--- src/sv/rrss_ram.sv ---
// generic single-write, single-read ram with registered read data
`timescale 1ns / 1ps

module rrss_ram #(
	parameter int WIDTH = 8,
	parameter int DEPTH = 16
) (
	input  logic                     clk,
	input  logic                     we,
	input  logic [$clog2(DEPTH)-1:0] waddr,
	input  logic [WIDTH-1:0]         wdata,
	input  logic [$clog2(DEPTH)-1:0] raddr,
	output logic [WIDTH-1:0]         rdata
);

	logic [WIDTH-1:0] mem [DEPTH];

	always_ff @(posedge clk) begin
		if (we) begin
			mem[waddr] <= wdata;
		end
		rdata <= mem[raddr];
	end

endmodule

--- config.mk ---
export PLATFORM = sky130hd
export DESIGN_NAME = rrss_ram
export DESIGN_NICKNAME = d
export VERILOG_FILES = /design/src/sv/rrss_ram.sv
export SDC_FILE = /design/constraint.sdc
export NUM_CORES = 1
export LEC_CHECK = 0
export BUFFER_PORTS_ARGS = -buffer_cell sky130_fd_sc_hd__buf_4
export CORE_MARGIN = 2
export CORE_UTILIZATION = 54
export CTS_CLUSTER_SIZE = 20
export DETAILED_ROUTE_END_ITERATION = 10
export PLACE_DENSITY = 0.74
export SYNTH_ARGS = -nofsm -noshare
export SYNTH_HDL_FRONTEND = slang
export SYNTH_SLANG_ARGS = --single-unit
--- constraint.sdc ---
create_clock -name clk -period 2.1 [get_ports clk]
set_clock_uncertainty 0.15 [all_clocks]
set_input_delay 0.42 -clock clk [delete_from_list [all_inputs] [get_ports clk]]
set_output_delay 0.42 -clock clk [all_outputs]
set_load 0.01 [all_outputs]
==> impl_metrics.toml <==
[finish]
final_cell_mix = "edfxtp_1 (128), buf_4 (49), mux4_2 (18)"
antenna_cells = 0
area_growth_pct = 19.3
final_cells = 430
layout-drive-gt1-share_pct = 32.2
layout_commonest_cell = "edfxtp_1"
final_nets = 307
final_core_util_pct = 66.4
n_fill_cell = 599

[global_route]
grt_max_degree = 31
grt_pass1_wl_mm = 15.6
grt_overflow = 0
groute.usage.overall_pct = 22.1
first_global_vias = 2616
antenna_found_initial = 0

[synthesis]
ys_seq_elements = 136
synth_top_area_share_pct = 74.7
synth_area_leaders = "edfxtp_1 (75%), mux4_2 (7.9%), mux4_1 (7.1%)"
seq_area_frac_synth_pct = 77.8
synthCells = 229
yosys_warnings = 0
syn-num-nets = 247
syn_area_um2 = 5150
synth.distinct_cells = 19
synth_largest_area_cell = "edfxtp_1"
synth-edff-count = 128
synthFlopType = "edfxtp_1"
syn_area_per_cell_um2 = 22.5
async_flop_share_pct = 0

[status]
status = "finished, final reports clean"

[power]
leakagePower_nw = 2.11
p_per_area_nw_per_um2 = 966
combPwrFrac_pct = 5.3
p_switching_mw = 1.20
peakVddDrop_uv = 689
finalPower_mw = 5.93
pwr-share-seq_pct = 51.6
p_clk_share_pct = 43.1
p_int_mw = 4.72
switching_share_pct = 20.3

[timing]
finalCritPeriodShare_pct = 76.3
hold_viol_final = 0
slew_violations = 0
rsz0062_at_grt = "no"
setup_violations = 0
holdWs_ns = 0.0658
fmax_mhz = 624
worst_pin_slew_ns = 0.429
max-slew-margin-rel_pct = 71.4
period_minus_slack_ns = 1.60
setup_tns_ns = 0

[worst_setup_path]
slowest_delay_ns = 0.38
r2r-start = "mem[11][6]"
slowest_stage = "dfxtp_1"
worstPathRequired_ns = 1.53
crit_buf_inv = 1
cpLargestDelayFamily = "flip-flops"
critPathKind = "register to primary output"
worstPathCellList = "buf_4"
cp_max_fo = 1
end_kind = "primary output"
crit_arrival_ns = 1.03
r2r_slack_ns = 0.57
reg2reg_to = "rdata[6]"
r2r_cells = 3
worst_setup_path_start_kind = "register"

[hold_path]
holdCritPathClass = "input pin to register"
hold_depth = 1
holdPathEnd = "mem[14][2]"
hp-start = "wdata[2]"

[floorplanning]
die_h_um = 102
core_region_area_um2 = 9240
start_util_pct = 55.7
die_area_um2 = 10300
num_io_pins = 26
std_cell_rows = 35
fp.dieW_um = 102

[clocking]
clk_pin_slew_ns = 0.06
cts_tree = "done"
postCtsResizedCells = 0
insertion_delay_ns = 0.51
cts_buffers = 17
cts_root_buf = "clkbuf_8"
h-tree-depth = 4
clk_path_buf_depth = 2
cts_hold_buf = 0
cts_setup_buffers = 0
clkSinkCount = 136

[detailed_routing]
dr.pass1.iters = 4
drt_iter0_drc = 297
ant_nets = 0
wire_per_inst_um = 23.8
viasPerCell = 5.90
wirelength_mm = 10.2
drcViolationCount = 0
vias = 2537

[placement]
numPortBuffers = 25
placed_cells = 399
dp_hpwl_mm = 6.35
place.gp.congestion = 0.745

[flow_run]
drv_cap = 0
flip-flops by register name, summed over array words and instances, names as in the netlist:
| signal | cells |
|---|---|
| mem | 128 |
| rdata | 8 |
how the worst max path moves through the flow:
stage | startpoint | to | slack, ns | depth (start not counted)
detailed placement | raddr[0] | rdata[0] | 0.1 | 6
floorplan | waddr[2] | mem[0][0] | 0.04 | 2
finish | rdata[6] | rdata[6] | 0.50 | 1
global route | rdata[6] | rdata[6] | 0.46 | 1
global placement | raddr[0] | rdata[0] | 0.13 | 6
CTS | rdata[6] | rdata[6] | 0.48 | 1
stage by stage:
| stage | setup WS (ns) | area [um^2] |
|---|---|---|
| 4_1_cts | 0.478 | 6140 |
| 3_5_place_dp | 0.0983 | 5630 |
| 2_1_floorplan | 0.0371 | 5150 |
| 6_report | 0.498 | 6140 |
| 3_3_place_gp | 0.125 | 5630 |
| 5_1_grt | 0.463 | 6140 |
metal layers:
metal | GRT usage, % | up-vias | wire (um)
met4 | 8.42 | 0 | 189
met2 | 34.2 | 95 | 5240
met1 | 30.1 | 1335 | 4130
li1 | - | 1090 | -
met5 | 0 | - | 0
met3 | 6.76 | 17 | 669
final cells by class:
cell class | instances | area, um^2 | share of cell area (%)
clock buffer | 20 | 425 | 6.93
clock inverter | 11 | 83.8 | 1.37
multi-input combinational | 83 | 1060 | 17.2
sequential | 136 | 4000 | 65.2
tap | 129 | 161 | 2.63
timing repair buffer | 51 | 408 | 6.64
synthesized netlist by cell type, types with 2 or more instances:
| library cell | number |
|---|---|
| a22oi_1 | 16 |
| nand3b_1 | 2 |
| nor3_1 | 4 |
| nand2b_1 | 2 |
| edfxtp_1 | 128 |
| mux4_2 | 18 |
| buf_6 | 3 |
| nor2_1 | 13 |
| buf_2 | 3 |
| mux4_1 | 14 |
| nand2_1 | 9 |
| clkdlybuf4s25_2 | 3 |
| dfxtp_1 | 8 |
cell families after synthesis:
family | Yosys count | share of synthesized area [%]
multiplexers | 32 | 15.0
AO/OA/AOI/OAI | 16 | 2.33
buffers and inverters | 10 | 1.68
flip-flops | 136 | 77.8
AND/OR/NAND/NOR | 35 | 3.18
power groups by stage:
stage / Sequential [mW] / Combinational [mW] / Clock (mW)
floorplan: 3.11 / 0.154 / 0
global placement: 3.11 / 0.308 / 0
global route: 3.06 / 0.338 / 2.70
finish: 3.06 / 0.313 / 2.56
detailed placement: 3.11 / 0.315 / 0
CTS: 3.06 / 0.318 / 2.59
(Power assumes the default switching activity.)
